**config.mk**
```make
export PLATFORM = sky130hd
export DESIGN_NAME = fall_detect_action_select
export DESIGN_NICKNAME = d
export VERILOG_FILES = /design/src/hw/rtl/fdas_pkg.sv /design/src/hw/rtl/fdas_lane.sv /design/src/hw/rtl/fdas_weight.sv /design/src/hw/rtl/fdas_select.sv /design/src/hw/rtl/fall_detect_action_select.sv
export SDC_FILE = /design/constraint.sdc
export NUM_CORES = 2
export LEC_CHECK = 0
export BUFFER_PORTS_ARGS = -buffer_cell sky130_fd_sc_hd__buf_2
export CAP_MARGIN = 20
export CORE_UTILIZATION = 50
export DETAILED_ROUTE_END_ITERATION = 8
export PLACE_DENSITY = 0.78
export SYNTH_ARGS = -nofsm -noshare
export SYNTH_HDL_FRONTEND = slang
export SYNTH_HIERARCHICAL = 1
export SYNTH_SLANG_ARGS = --single-unit
```
**constraint.sdc**
```tcl
create_clock -name i_clk -period 7.8 [get_ports i_clk]
set_input_delay 1.17 -clock i_clk [delete_from_list [all_inputs] [get_ports i_clk]]
set_output_delay 1.17 -clock i_clk [all_outputs]
set_load 0.05 [all_outputs]
```
**src/hw/rtl/fdas_pkg.sv**
```systemverilog
`default_nettype none

package fdas_pkg;

    // Pressure lanes and fall counter size.
    localparam int PRESSURE_CHANNELS = 8;
    localparam int COUNTER_BITS      = 8;

    // Foot pressure channels: 12 bits each, four per foot.
    localparam int CHAN_W      = 12;
    localparam int FOOT_W      = 48;
    localparam int SUM_W       = CHAN_W + $clog2(PRESSURE_CHANNELS);

    // Weight filter, kg * 65536.
    localparam int WEIGHT_W    = 24;
    localparam int ACC_W       = 41;
    localparam int FILT_SHIFT  = 16;
    localparam int KG_SHIFT    = 8;
    localparam logic [WEIGHT_W-1:0] WEIGHT_RESET = 24'd327680;
    localparam logic [15:0] KEEP_GAIN = 16'd52429;
    localparam logic [13:0] NEW_GAIN  = 14'd13107;

    // Angle prediction, rad * 4096 * 1024.
    localparam int ANGLE_W     = 16;
    localparam int LOOK_W      = 10;
    localparam int LOOK_SHIFT  = 10;
    localparam int FUT_W       = ANGLE_W + LOOK_W + 1;
    localparam int FUT_CMP_W   = FUT_W + 1;
    localparam int ANG_CMP_W   = ANGLE_W + 1;

    // Configuration field widths.
    localparam int THR_W       = 15;
    localparam int CONF_W      = 8;
    localparam int MODE_W      = 3;
    localparam int CFG_IDX_W   = 3;
    localparam int CFG_DATA_W  = 15;

    localparam int MODE_BYPASS = 0;
    localparam int MODE_GETUP  = 1;
    localparam int MODE_UKEMI  = 2;

    // Counter widths for compare and for the reported count.
    localparam int CNT_OUT_W   = 8;
    localparam int CNT_CMP_W   = (COUNTER_BITS > CONF_W) ? COUNTER_BITS : CONF_W;

    // Action codes.
    localparam int ACT_W = 6;
    localparam logic [ACT_W-1:0] ACT_CALIBRATE    = 6'd1;
    localparam logic [ACT_W-1:0] ACT_GOALIE_STAND = 6'd2;
    localparam logic [ACT_W-1:0] ACT_GETUP_BACK   = 6'd3;
    localparam logic [ACT_W-1:0] ACT_GETUP_FRONT  = 6'd4;
    localparam logic [ACT_W-1:0] ACT_UNSTIFF      = 6'd5;
    localparam logic [ACT_W-1:0] ACT_TIP_OVER     = 6'd6;
    localparam logic [ACT_W-1:0] ACT_UKEMI_FRONT  = 6'd7;
    localparam logic [ACT_W-1:0] ACT_UKEMI_BACK   = 6'd8;
    localparam logic [ACT_W-1:0] ACT_PICKUP       = 6'd9;

    typedef enum logic [CFG_IDX_W-1:0] {
        CFG_FALLEN     = 3'd0,
        CFG_FWD        = 3'd1,
        CFG_BACK       = 3'd2,
        CFG_SIDE       = 3'd3,
        CFG_LOOK       = 3'd4,
        CFG_MIN_WEIGHT = 3'd5,
        CFG_CONFIRM    = 3'd6,
        CFG_MODE       = 3'd7
    } t_cfg_idx;

    typedef struct packed {
        logic [FOOT_W-1:0]         left_foot_pressures;
        logic [FOOT_W-1:0]         right_foot_pressures;
        logic                      pressures_valid;
        logic signed [ANGLE_W-1:0] roll_angle;
        logic signed [ANGLE_W-1:0] pitch_angle;
        logic signed [ANGLE_W-1:0] roll_rate;
        logic signed [ANGLE_W-1:0] pitch_rate;
        logic [ACT_W-1:0]          requested_action;
    } t_in_word;

    typedef struct packed {
        logic [ACT_W-1:0]     action;
        logic                 overridden;
        logic [CNT_OUT_W-1:0] falling_count;
    } t_out_word;

    // What one axis lane found.
    typedef struct packed {
        logic fallen_hi;
        logic fallen_lo;
        logic ahead_hi;
        logic ahead_lo;
    } t_lane_flags;

    // Pipeline controls for the weight filter.
    typedef struct packed {
        logic in_load;
        logic prod_load;
        logic commit;
        logic update;
    } t_weight_ctl;

endpackage

`default_nettype wire

```
**src/hw/rtl/fdas_lane.sv**
```systemverilog
`default_nettype none

// One axis: registers the angle and its predicted value, then compares both
// against the fallen limit and the two prediction limits.
module fdas_lane (
    input  wire logic                                 i_clk,
    input  wire logic                                 i_load,
    input  wire logic signed [fdas_pkg::ANGLE_W-1:0]  i_angle,
    input  wire logic signed [fdas_pkg::ANGLE_W-1:0]  i_rate,
    input  wire logic [fdas_pkg::LOOK_W-1:0]          i_look,
    input  wire logic [fdas_pkg::THR_W-1:0]           i_fallen_thr,
    input  wire logic [fdas_pkg::THR_W-1:0]           i_hi_thr,
    input  wire logic [fdas_pkg::THR_W-1:0]           i_lo_thr,
    output fdas_pkg::t_lane_flags                     o_flags
);

    logic signed [fdas_pkg::FUT_W-1:0]     w_angle_ext;
    logic signed [fdas_pkg::FUT_W-1:0]     w_rate_ext;
    logic signed [fdas_pkg::FUT_W-1:0]     w_look_ext;
    logic signed [fdas_pkg::FUT_W-1:0]     n_future;
    logic signed [fdas_pkg::FUT_W-1:0]     r_future;
    logic signed [fdas_pkg::ANGLE_W-1:0]   r_angle;
    logic signed [fdas_pkg::ANG_CMP_W-1:0] w_angle_cmp;
    logic signed [fdas_pkg::ANG_CMP_W-1:0] w_fallen;
    logic signed [fdas_pkg::FUT_CMP_W-1:0] w_future_cmp;
    logic signed [fdas_pkg::FUT_CMP_W-1:0] w_hi;
    logic signed [fdas_pkg::FUT_CMP_W-1:0] w_lo;

    // Future angle scaled by 1024: angle * 1024 + rate * lookahead, exact.
    always_comb begin
        w_angle_ext = fdas_pkg::FUT_W'(i_angle);
        w_rate_ext  = fdas_pkg::FUT_W'(i_rate);
        w_look_ext  = $signed(fdas_pkg::FUT_W'(i_look));
        n_future    = (w_angle_ext <<< fdas_pkg::LOOK_SHIFT) + w_rate_ext * w_look_ext;
    end

    always_ff @(posedge i_clk) begin
        if (i_load) begin
            r_angle  <= i_angle;
            r_future <= n_future;
        end
    end

    always_comb begin
        w_angle_cmp  = fdas_pkg::ANG_CMP_W'(r_angle);
        w_fallen     = $signed(fdas_pkg::ANG_CMP_W'(i_fallen_thr));
        w_future_cmp = fdas_pkg::FUT_CMP_W'(r_future);
        w_hi = $signed(fdas_pkg::FUT_CMP_W'({i_hi_thr, {fdas_pkg::LOOK_SHIFT{1'b0}}}));
        w_lo = $signed(fdas_pkg::FUT_CMP_W'({i_lo_thr, {fdas_pkg::LOOK_SHIFT{1'b0}}}));
        o_flags.fallen_hi = w_angle_cmp > w_fallen;
        o_flags.fallen_lo = w_angle_cmp < -w_fallen;
        o_flags.ahead_hi  = w_future_cmp > w_hi;
        o_flags.ahead_lo  = w_future_cmp < -w_lo;
    end

endmodule

`default_nettype wire

```
**src/hw/rtl/fdas_weight.sv**
```systemverilog
`default_nettype none

// Pressure lanes summed into a registered total, then the first-order weight
// filter: products in one stage, add and commit in the next.
module fdas_weight (
    input  wire logic                             i_clk,
    input  wire logic                             i_rst_n,
    input  wire fdas_pkg::t_weight_ctl            i_ctl,
    input  wire logic [fdas_pkg::FOOT_W-1:0]      i_left,
    input  wire logic [fdas_pkg::FOOT_W-1:0]      i_right,
    input  wire logic [fdas_pkg::THR_W-1:0]       i_min_weight,
    output logic                                  o_lifted
);

    logic [2*fdas_pkg::FOOT_W-1:0] w_all;
    logic [fdas_pkg::SUM_W-1:0]    n_sum;
    logic [fdas_pkg::SUM_W-1:0]    r_sum;
    logic [fdas_pkg::ACC_W-1:0]    r_p_keep;
    logic [fdas_pkg::ACC_W-1:0]    r_p_new;
    logic [fdas_pkg::ACC_W-1:0]    w_acc;
    logic [fdas_pkg::WEIGHT_W-1:0] r_fw;
    logic [fdas_pkg::WEIGHT_W-1:0] n_fw;

    assign w_all = {i_right, i_left};

    always_comb begin
        n_sum = '0;
        for (int k = 0; k < fdas_pkg::PRESSURE_CHANNELS; k++) begin
            n_sum = n_sum + fdas_pkg::SUM_W'(w_all[fdas_pkg::CHAN_W*k +: fdas_pkg::CHAN_W]);
        end
    end

    always_ff @(posedge i_clk) begin
        if (i_ctl.in_load) begin
            r_sum <= n_sum;
        end
        if (i_ctl.prod_load) begin
            r_p_keep <= fdas_pkg::ACC_W'(r_fw) * fdas_pkg::ACC_W'(fdas_pkg::KEEP_GAIN);
            r_p_new  <= fdas_pkg::ACC_W'({r_sum, {fdas_pkg::KG_SHIFT{1'b0}}})
                        * fdas_pkg::ACC_W'(fdas_pkg::NEW_GAIN);
        end
    end

    always_comb begin
        w_acc = r_p_keep + r_p_new;
        n_fw  = i_ctl.update ? w_acc[fdas_pkg::FILT_SHIFT +: fdas_pkg::WEIGHT_W] : r_fw;
        o_lifted = n_fw < fdas_pkg::WEIGHT_W'({i_min_weight, {fdas_pkg::KG_SHIFT{1'b0}}});
    end

    always_ff @(posedge i_clk) begin
        if (!i_rst_n) begin
            r_fw <= fdas_pkg::WEIGHT_RESET;
        end else if (i_ctl.commit) begin
            r_fw <= n_fw;
        end
    end

endmodule

`default_nettype wire

```
**src/hw/rtl/fdas_select.sv**
```systemverilog
`default_nettype none

// Merge stage: walks the checks in priority order and keeps the fall counter.
module fdas_select (
    input  wire logic                             i_clk,
    input  wire logic                             i_rst_n,
    input  wire logic                             i_commit,
    input  wire logic [fdas_pkg::ACT_W-1:0]       i_req,
    input  wire logic [fdas_pkg::MODE_W-1:0]      i_mode,
    input  wire logic [fdas_pkg::CONF_W-1:0]      i_conf,
    input  wire fdas_pkg::t_lane_flags            i_pitch,
    input  wire fdas_pkg::t_lane_flags            i_roll,
    input  wire logic                             i_lifted,
    output fdas_pkg::t_out_word                   o_result
);

    logic [fdas_pkg::COUNTER_BITS-1:0]                     r_cnt;
    logic [fdas_pkg::COUNTER_BITS-1:0]                     n_cnt;
    logic [fdas_pkg::COUNTER_BITS-1:0]                     w_cnt_up;
    logic [fdas_pkg::CNT_OUT_W+fdas_pkg::COUNTER_BITS-1:0] w_cnt_wide;
    logic                                                  w_active;
    logic                                                  w_conf_ok;
    logic                                                  w_getups;
    logic                                                  w_ukemi;

    always_comb begin
        w_active  = !i_mode[fdas_pkg::MODE_BYPASS] && (i_req != fdas_pkg::ACT_CALIBRATE);
        w_getups  = i_mode[fdas_pkg::MODE_GETUP];
        w_ukemi   = i_mode[fdas_pkg::MODE_UKEMI];
        w_cnt_up  = (r_cnt == '1) ? r_cnt : r_cnt + 1'b1;
        w_conf_ok = fdas_pkg::CNT_CMP_W'(w_cnt_up) >= fdas_pkg::CNT_CMP_W'(i_conf);

        n_cnt               = r_cnt;
        o_result.action     = i_req;
        o_result.overridden = 1'b0;
        if (w_active) begin
            if (i_pitch.fallen_lo) begin
                n_cnt               = '0;
                o_result.action     = w_getups ? fdas_pkg::ACT_GETUP_BACK
                                               : fdas_pkg::ACT_UNSTIFF;
                o_result.overridden = 1'b1;
            end else if (i_pitch.fallen_hi) begin
                n_cnt               = '0;
                o_result.action     = w_getups ? fdas_pkg::ACT_GETUP_FRONT
                                               : fdas_pkg::ACT_UNSTIFF;
                o_result.overridden = 1'b1;
            end else if (i_roll.fallen_hi || i_roll.fallen_lo) begin
                n_cnt               = '0;
                o_result.action     = fdas_pkg::ACT_TIP_OVER;
                o_result.overridden = 1'b1;
            end else if (i_pitch.ahead_hi && w_ukemi) begin
                n_cnt = w_cnt_up;
                if (w_conf_ok) begin
                    o_result.action     = fdas_pkg::ACT_UKEMI_FRONT;
                    o_result.overridden = 1'b1;
                end
            end else if (i_pitch.ahead_lo) begin
                // The counter runs even when ukemi is disabled.
                n_cnt = w_cnt_up;
                if (w_conf_ok && w_ukemi) begin
                    o_result.action     = fdas_pkg::ACT_UKEMI_BACK;
                    o_result.overridden = 1'b1;
                end
            end else if (i_roll.ahead_hi || i_roll.ahead_lo) begin
                n_cnt = w_cnt_up;
                if (w_conf_ok) begin
                    o_result.action     = fdas_pkg::ACT_UNSTIFF;
                    o_result.overridden = 1'b1;
                end
            end else if (i_lifted && (i_req != fdas_pkg::ACT_GOALIE_STAND)) begin
                n_cnt               = '0;
                o_result.action     = fdas_pkg::ACT_PICKUP;
                o_result.overridden = 1'b1;
            end else begin
                n_cnt = '0;
            end
        end
        w_cnt_wide             = (fdas_pkg::CNT_OUT_W + fdas_pkg::COUNTER_BITS)'(n_cnt);
        o_result.falling_count = w_cnt_wide[fdas_pkg::CNT_OUT_W-1:0];
    end

    always_ff @(posedge i_clk) begin
        if (!i_rst_n) begin
            r_cnt <= '0;
        end else if (i_commit) begin
            r_cnt <= n_cnt;
        end
    end

endmodule

`default_nettype wire

```
**src/hw/rtl/fall_detect_action_select.sv**
```systemverilog
// Fall detection and safety action selection.
// Input channel (i_in_valid / o_in_ready / i_in_word) takes one sensor frame
// per word: eight foot pressures, roll and pitch angle and rate, and the
// requested action. Output channel (o_out_valid / i_out_ready / o_out_word)
// returns one word per frame: the final action, an override flag and the
// consecutive falling frame count.
// Configuration channel (i_cfg_valid / o_cfg_ready, index and data) is always
// ready; the user must see that it is written only while the block is idle,
// and the block itself does not enforce this. An accepted frame passes
// through stage one, stage two and the output register. A new frame cannot
// enter stage two until the previous frame has committed its new weight in the
// output stage, as the weight filter forms its product from the stored weight.
// Reset loads the default limits, sets the filtered weight to 5.0 kg, clears
// the fall counter and empties the pipeline.
// When the receiver stalls, the output register holds its word, one more
// frame can wait in each of the two internal stages, and then o_in_ready drops.
`default_nettype none

module fall_detect_action_select (
    input  wire logic                                 i_clk,
    input  wire logic                                 i_rst_n,
    input  wire logic                                 i_in_valid,
    output logic                                      o_in_ready,
    input  wire fdas_pkg::t_in_word                   i_in_word,
    output logic                                      o_out_valid,
    input  wire logic                                 i_out_ready,
    output fdas_pkg::t_out_word                       o_out_word,
    input  wire logic                                 i_cfg_valid,
    output logic                                      o_cfg_ready,
    input  wire logic [fdas_pkg::CFG_IDX_W-1:0]       i_cfg_index,
    input  wire logic [fdas_pkg::CFG_DATA_W-1:0]      i_cfg_data
);

    // Configuration registers.
    logic [fdas_pkg::THR_W-1:0]  r_fallen_thr;
    logic [fdas_pkg::THR_W-1:0]  r_fwd_thr;
    logic [fdas_pkg::THR_W-1:0]  r_back_thr;
    logic [fdas_pkg::THR_W-1:0]  r_side_thr;
    logic [fdas_pkg::LOOK_W-1:0] r_look;
    logic [fdas_pkg::THR_W-1:0]  r_min_weight;
    logic [fdas_pkg::CONF_W-1:0] r_confirm;
    logic [fdas_pkg::MODE_W-1:0] r_mode;

    // Pipeline control.
    logic r_s1_valid;
    logic r_s2_valid;
    logic r_out_valid;
    logic w_in_accept;
    logic w_s2_load;
    logic w_commit;

    // Stage payloads.
    logic [fdas_pkg::ACT_W-1:0] r_s1_req;
    logic                       r_s1_pvalid;
    logic [fdas_pkg::ACT_W-1:0] r_s2_req;
    logic                       r_s2_pvalid;
    fdas_pkg::t_lane_flags      w_pitch_flags;
    fdas_pkg::t_lane_flags      w_roll_flags;
    fdas_pkg::t_lane_flags      r_s2_pitch;
    fdas_pkg::t_lane_flags      r_s2_roll;
    fdas_pkg::t_weight_ctl      w_weight_ctl;
    fdas_pkg::t_out_word        w_result;
    fdas_pkg::t_out_word        r_out;
    logic                       w_lifted;
    logic                       w_s2_active;

    assign o_cfg_ready = 1'b1;

    always_ff @(posedge i_clk) begin
        if (!i_rst_n) begin
            r_fallen_thr <= 15'd3574;
            r_fwd_thr    <= 15'd2860;
            r_back_thr   <= 15'd2502;
            r_side_thr   <= 15'd3217;
            r_look       <= 10'd205;
            r_min_weight <= 15'd141;
            r_confirm    <= 8'd3;
            r_mode       <= 3'd6;
        end else if (i_cfg_valid) begin
            case (fdas_pkg::t_cfg_idx'(i_cfg_index))
                fdas_pkg::CFG_FALLEN:     r_fallen_thr <= i_cfg_data[fdas_pkg::THR_W-1:0];
                fdas_pkg::CFG_FWD:        r_fwd_thr    <= i_cfg_data[fdas_pkg::THR_W-1:0];
                fdas_pkg::CFG_BACK:       r_back_thr   <= i_cfg_data[fdas_pkg::THR_W-1:0];
                fdas_pkg::CFG_SIDE:       r_side_thr   <= i_cfg_data[fdas_pkg::THR_W-1:0];
                fdas_pkg::CFG_LOOK:       r_look       <= i_cfg_data[fdas_pkg::LOOK_W-1:0];
                fdas_pkg::CFG_MIN_WEIGHT: r_min_weight <= i_cfg_data[fdas_pkg::THR_W-1:0];
                fdas_pkg::CFG_CONFIRM:    r_confirm    <= i_cfg_data[fdas_pkg::CONF_W-1:0];
                fdas_pkg::CFG_MODE:       r_mode       <= i_cfg_data[fdas_pkg::MODE_W-1:0];
                default: begin
                end
            endcase
        end
    end

    // Stage two only loads when it is empty, so the weight product always
    // sees the weight left by the frame before.
    always_comb begin
        w_commit    = r_s2_valid && (!r_out_valid || i_out_ready);
        w_s2_load   = r_s1_valid && !r_s2_valid;
        o_in_ready  = !r_s1_valid || w_s2_load;
        w_in_accept = i_in_valid && o_in_ready;
        w_s2_active = !r_mode[fdas_pkg::MODE_BYPASS]
                      && (r_s2_req != fdas_pkg::ACT_CALIBRATE);
        w_weight_ctl.in_load   = w_in_accept;
        w_weight_ctl.prod_load = w_s2_load;
        w_weight_ctl.commit    = w_commit;
        w_weight_ctl.update    = w_s2_active && r_s2_pvalid;
    end

    always_ff @(posedge i_clk) begin
        if (!i_rst_n) begin
            r_s1_valid  <= 1'b0;
            r_s2_valid  <= 1'b0;
            r_out_valid <= 1'b0;
        end else begin
            if (w_in_accept) begin
                r_s1_valid <= 1'b1;
            end else if (w_s2_load) begin
                r_s1_valid <= 1'b0;
            end
            if (w_s2_load) begin
                r_s2_valid <= 1'b1;
            end else if (w_commit) begin
                r_s2_valid <= 1'b0;
            end
            if (w_commit) begin
                r_out_valid <= 1'b1;
            end else if (i_out_ready) begin
                r_out_valid <= 1'b0;
            end
        end
    end

    always_ff @(posedge i_clk) begin
        if (w_in_accept) begin
            r_s1_req    <= i_in_word.requested_action;
            r_s1_pvalid <= i_in_word.pressures_valid;
        end
        if (w_s2_load) begin
            r_s2_req    <= r_s1_req;
            r_s2_pvalid <= r_s1_pvalid;
            r_s2_pitch  <= w_pitch_flags;
            r_s2_roll   <= w_roll_flags;
        end
        if (w_commit) begin
            r_out <= w_result;
        end
    end

    // Pitch lane: forward and backward limits differ.
    fdas_lane u_pitch_lane (
        .i_clk        (i_clk),
        .i_load       (w_in_accept),
        .i_angle      (i_in_word.pitch_angle),
        .i_rate       (i_in_word.pitch_rate),
        .i_look       (r_look),
        .i_fallen_thr (r_fallen_thr),
        .i_hi_thr     (r_fwd_thr),
        .i_lo_thr     (r_back_thr),
        .o_flags      (w_pitch_flags)
    );

    // Roll lane: the sideways limit applies both ways.
    fdas_lane u_roll_lane (
        .i_clk        (i_clk),
        .i_load       (w_in_accept),
        .i_angle      (i_in_word.roll_angle),
        .i_rate       (i_in_word.roll_rate),
        .i_look       (r_look),
        .i_fallen_thr (r_fallen_thr),
        .i_hi_thr     (r_side_thr),
        .i_lo_thr     (r_side_thr),
        .o_flags      (w_roll_flags)
    );

    fdas_weight u_weight (
        .i_clk        (i_clk),
        .i_rst_n      (i_rst_n),
        .i_ctl        (w_weight_ctl),
        .i_left       (i_in_word.left_foot_pressures),
        .i_right      (i_in_word.right_foot_pressures),
        .i_min_weight (r_min_weight),
        .o_lifted     (w_lifted)
    );

    fdas_select u_select (
        .i_clk    (i_clk),
        .i_rst_n  (i_rst_n),
        .i_commit (w_commit),
        .i_req    (r_s2_req),
        .i_mode   (r_mode),
        .i_conf   (r_confirm),
        .i_pitch  (r_s2_pitch),
        .i_roll   (r_s2_roll),
        .i_lifted (w_lifted),
        .o_result (w_result)
    );

    assign o_out_valid = r_out_valid;
    assign o_out_word  = r_out;

    // A bypassed or calibrate frame is never overridden.
    a_bypass_no_override: assert property (@(posedge i_clk) disable iff (!i_rst_n)
        (w_commit && !w_s2_active) |-> !w_result.overridden)
        else $error("bypassed frame was overridden");

    // Fallen and pickup decisions always clear the counter.
    a_fallen_clears: assert property (@(posedge i_clk) disable iff (!i_rst_n)
        (w_commit && w_result.overridden
         && (w_result.action == fdas_pkg::ACT_GETUP_BACK
             || w_result.action == fdas_pkg::ACT_GETUP_FRONT
             || w_result.action == fdas_pkg::ACT_TIP_OVER
             || w_result.action == fdas_pkg::ACT_PICKUP))
        |-> (w_result.falling_count == '0))
        else $error("fallen or pickup decision left the counter set");

    // Ukemi is only chosen when it is enabled.
    a_ukemi_enabled: assert property (@(posedge i_clk) disable iff (!i_rst_n)
        (w_commit && w_result.overridden
         && (w_result.action == fdas_pkg::ACT_UKEMI_FRONT
             || w_result.action == fdas_pkg::ACT_UKEMI_BACK))
        |-> r_mode[fdas_pkg::MODE_UKEMI])
        else $error("ukemi chosen while disabled");

    // The output register is loaded next cycle after a commit.
    a_commit_shows: assert property (@(posedge i_clk) disable iff (!i_rst_n)
        w_commit |=> (o_out_valid && (o_out_word == $past(w_result))))
        else $error("committed word not presented");

endmodule

`default_nettype wire

```
==> impl_results.md <==
- Status: completed
- NumNets Final: 6030
- Largest net degree at the start of global routing: 108
- I/O pin cnt: 208
- Post-synth ARST share: 0
- Number of remaining DRC errors: 0
- Critical path class: reg2reg
- H-tree lvl count: 2
- Slew headroom: 0.2351
- Number of hold violations in the final report: 0
- Syn avg cell area: 9.759 um2
- Via count: 31397
- Remaining antenna violation count: 0
- 1st-iter DRT viols: 2285
- EDFF count, synth: 199
- Critical path fanouts, max: 7
- Crit path DAT: 6.47 ns
- CP required: 8.11 ns
- Top-count cell post-synth: inv_1
- Synthesized Nets: 5861
- RSZ-0062 raised after global routing: false
- Netlist cell types: 96
- Register Area: 8605 um2
- Fin crit share: 0.7897
- First-pass GRT wire length: 165.6 mm
- Vias in the first global route: 32123
- Final cell count without fillers: 5813
- Filler cell count: 7367
- Final Max Tran Viols: 0
- GRT overflow: 0
- Share of layout cells above drive strength 1: 0.07737
- F_max: 162.4 MHz
- Mapped Cells: 4467
- # setup viols final: 0
- Die Y: 297.3 um
- Multi-input gate area: 30920 um2
- CTS tree: built
- Post-route setup slack: 1.641 ns
- Clock tree buffer depth: 3
- Tmin final: 6.159 ns
- Max-cap viol count: 0
- Cell taking the most area after synthesis: fa_1
- Worst Setup End Kind: register
- Top cells by area, synth: fa_1 (27%), ha_1 (18%), edfxtp_1 (14%)
- Setup Fix Bufs, Post-CTS: 0
- Core Area: 85820 um2
- Share of the synthesized area in the top cell type: 0.2691
- DIE AREA: 88370 um2
- Post-DP HPWL: 84.09 mm
- Clk_lat worst skew: 0.56 ns
- Reg2Reg Depth: 20
- Starting density of the core: 0.5080
- Clk sinks: 330
- Port Buf Inserts: 206
- Flops & latches, synth: 330
- WL final: 102.2 mm
- Gpl congestion: 0.9942
- Die width: 297.3 um
- Final core occ: 0.5485
- Area delta synth->final: 7.971%
- First-pass DRT Iterations: 7
- CTS Hold Buffers Added: 0
- Antenna violations before repair: 10
- Startpoint Class: register
- TNS Setup: 0 ns
- Wire length per cell: 17.58 um
- Dpl ws: 1.419 ns
- Yosys warnings: 6
- Hold crit path type: reg2reg
- Hold path cells: 0
- Synth top cells by count: inv_1 (975), ha_1 (618), fa_1 (586)
- Placed Instances: 5738
- Clk_skew: 0.01896 ns
- All-Layer GR Usage: 0.2336
- Routed vias/inst: 5.401
- Top FF cell, synth: edfxtp_1
- CTS resizes: 0
- Actual slew at the worst max-slew pin: 1.146 ns
- # rows: 107
- Root Driver: clkbuf_16
- Seq/Total Area, Yosys: 0.1972
- TritonCTS Buffers: 39
- Mapped Area: 43590 um2
- Clock-pin slew on the worst setup and hold paths: 0.06 ns
## final timing paths
check                                 startpoint               endpoint  slack, ns
worst max-delay path            u_weight/r_fw[4]  u_weight/r_p_keep[39]       1.64
worst min-delay path                 r_s1_req[4]            r_s2_req[4]       0.42
worst max register to register  u_weight/r_fw[4]  u_weight/r_p_keep[39]       1.64
worst min register to register       r_s1_req[4]            r_s2_req[4]       0.42
## cell type report
class | count | area share
clock inverters | 16 | 0.003057
repair buffers | 223 | 0.02483
multi-input cells | 3059 | 0.6570
clock buffers | 55 | 0.02331
diodes | 3 | 0.0001595
well taps | 1144 | 0.03041
inverters | 983 | 0.07840
flip-flops and latches | 330 | 0.1828
## metal layers
| metal | wire length (um) | global-route usage |
|---|---|---|
| met5 | 34 | 0 |
| met2 | 47270 | 0.3805 |
| met4 | 2594 | 0.06333 |
| met1 | 44790 | 0.3233 |
| met3 | 7526 | 0.03652 |
## logic make-up (layout without fill, tap and decap cells)
kind of cell               after synthesis  in the layout  share of synthesized area
and+or+nand+nor                       1032           1032                     0.1179
other                                    1              4                 0.00008603
DFF                                    330            330                     0.1972
xor gates and xnor gates               201            201                    0.04038
AOI/OAI and AO/OA                      514            514                    0.07890
muxes                                  107            107                    0.02486
buffers and inverters                 1078           1277                    0.09414
adders and majority gates             1204           1204                     0.4465
## stage by stage
stage	hold slack [ns]	instance area, um2
floorplan	0.4003	43590
global placement	0.4023	45800
detailed placement	0.4061	45800
CTS	0.4126	47040
global route	0.4235	47070
finish	0.4190	47070
## registers in the layout, summed over array words and instances, names as in the netlist, 10 cells and up
signal and count:
u_weight/r_p_keep 32, u_weight/r_p_new 29, u_pitch_lane/r_future 27, u_roll_lane/r_future 27, u_weight/r_fw 24, u_pitch_lane/r_angle 16
u_roll_lane/r_angle 16, o_out_word 15, r_back_thr 15, r_fallen_thr 15, r_fwd_thr 15, r_min_weight 15
r_side_thr 15, u_weight/r_sum 15, r_look 10
## placed cells by master, fill, tap and decap left out, types with 6 or more instances in the layout
master	instances
edfxtp_1	199
o21bai_1	11
nor4_1	19
nand4_1	31
dfxtp_1	126
o21ai_1	38
ha_1	618
fa_1	586
a21oi_1	133
inv_2	8
or3_1	7
buf_2	205
a21boi_0	16
clkbuf_16	40
clkbuf_1	11
and2_1	159
nor3_1	47
nand2_1	412
nand3_1	39
mux2i_1	97
a22o_1	6
o21a_1	31
xnor2_1	139
nand4b_1	7
a21o_1	53
buf_4	17
mux2_2	10
o21ai_0	75
a21oi_2	9
xor2_1	62
a31oi_1	22
inv_1	975
and3_1	10
nor2b_1	88
o211ai_1	10
nor2_1	138
o2111ai_1	7
a211oi_1	21
nand2b_1	23
or2_2	6
## worst max-delay path: stages, from the launching register on
cell,delay [ns]
dfxtp_1,0.56
ha_1,0.36
xnor2_1,0.34
xnor2_1,0.19
fa_1,0.46
fa_1,0.49
inv_1,0.05
fa_1,0.48
inv_1,0.05
fa_1,0.51
ha_1,0.38
a21o_1,0.21
a31o_1,0.19
a221oi_2,0.31
nor2_2,0.08
a211oi_4,0.32
a211oi_2,0.17
nor2_4,0.23
nor3_2,0.09
o41ai_2,0.32
xnor2_1,0.10
Power is left out: the tool's default activity adds up to more than one toggle a clock period on the data nets, which glitch-free logic cannot reach.
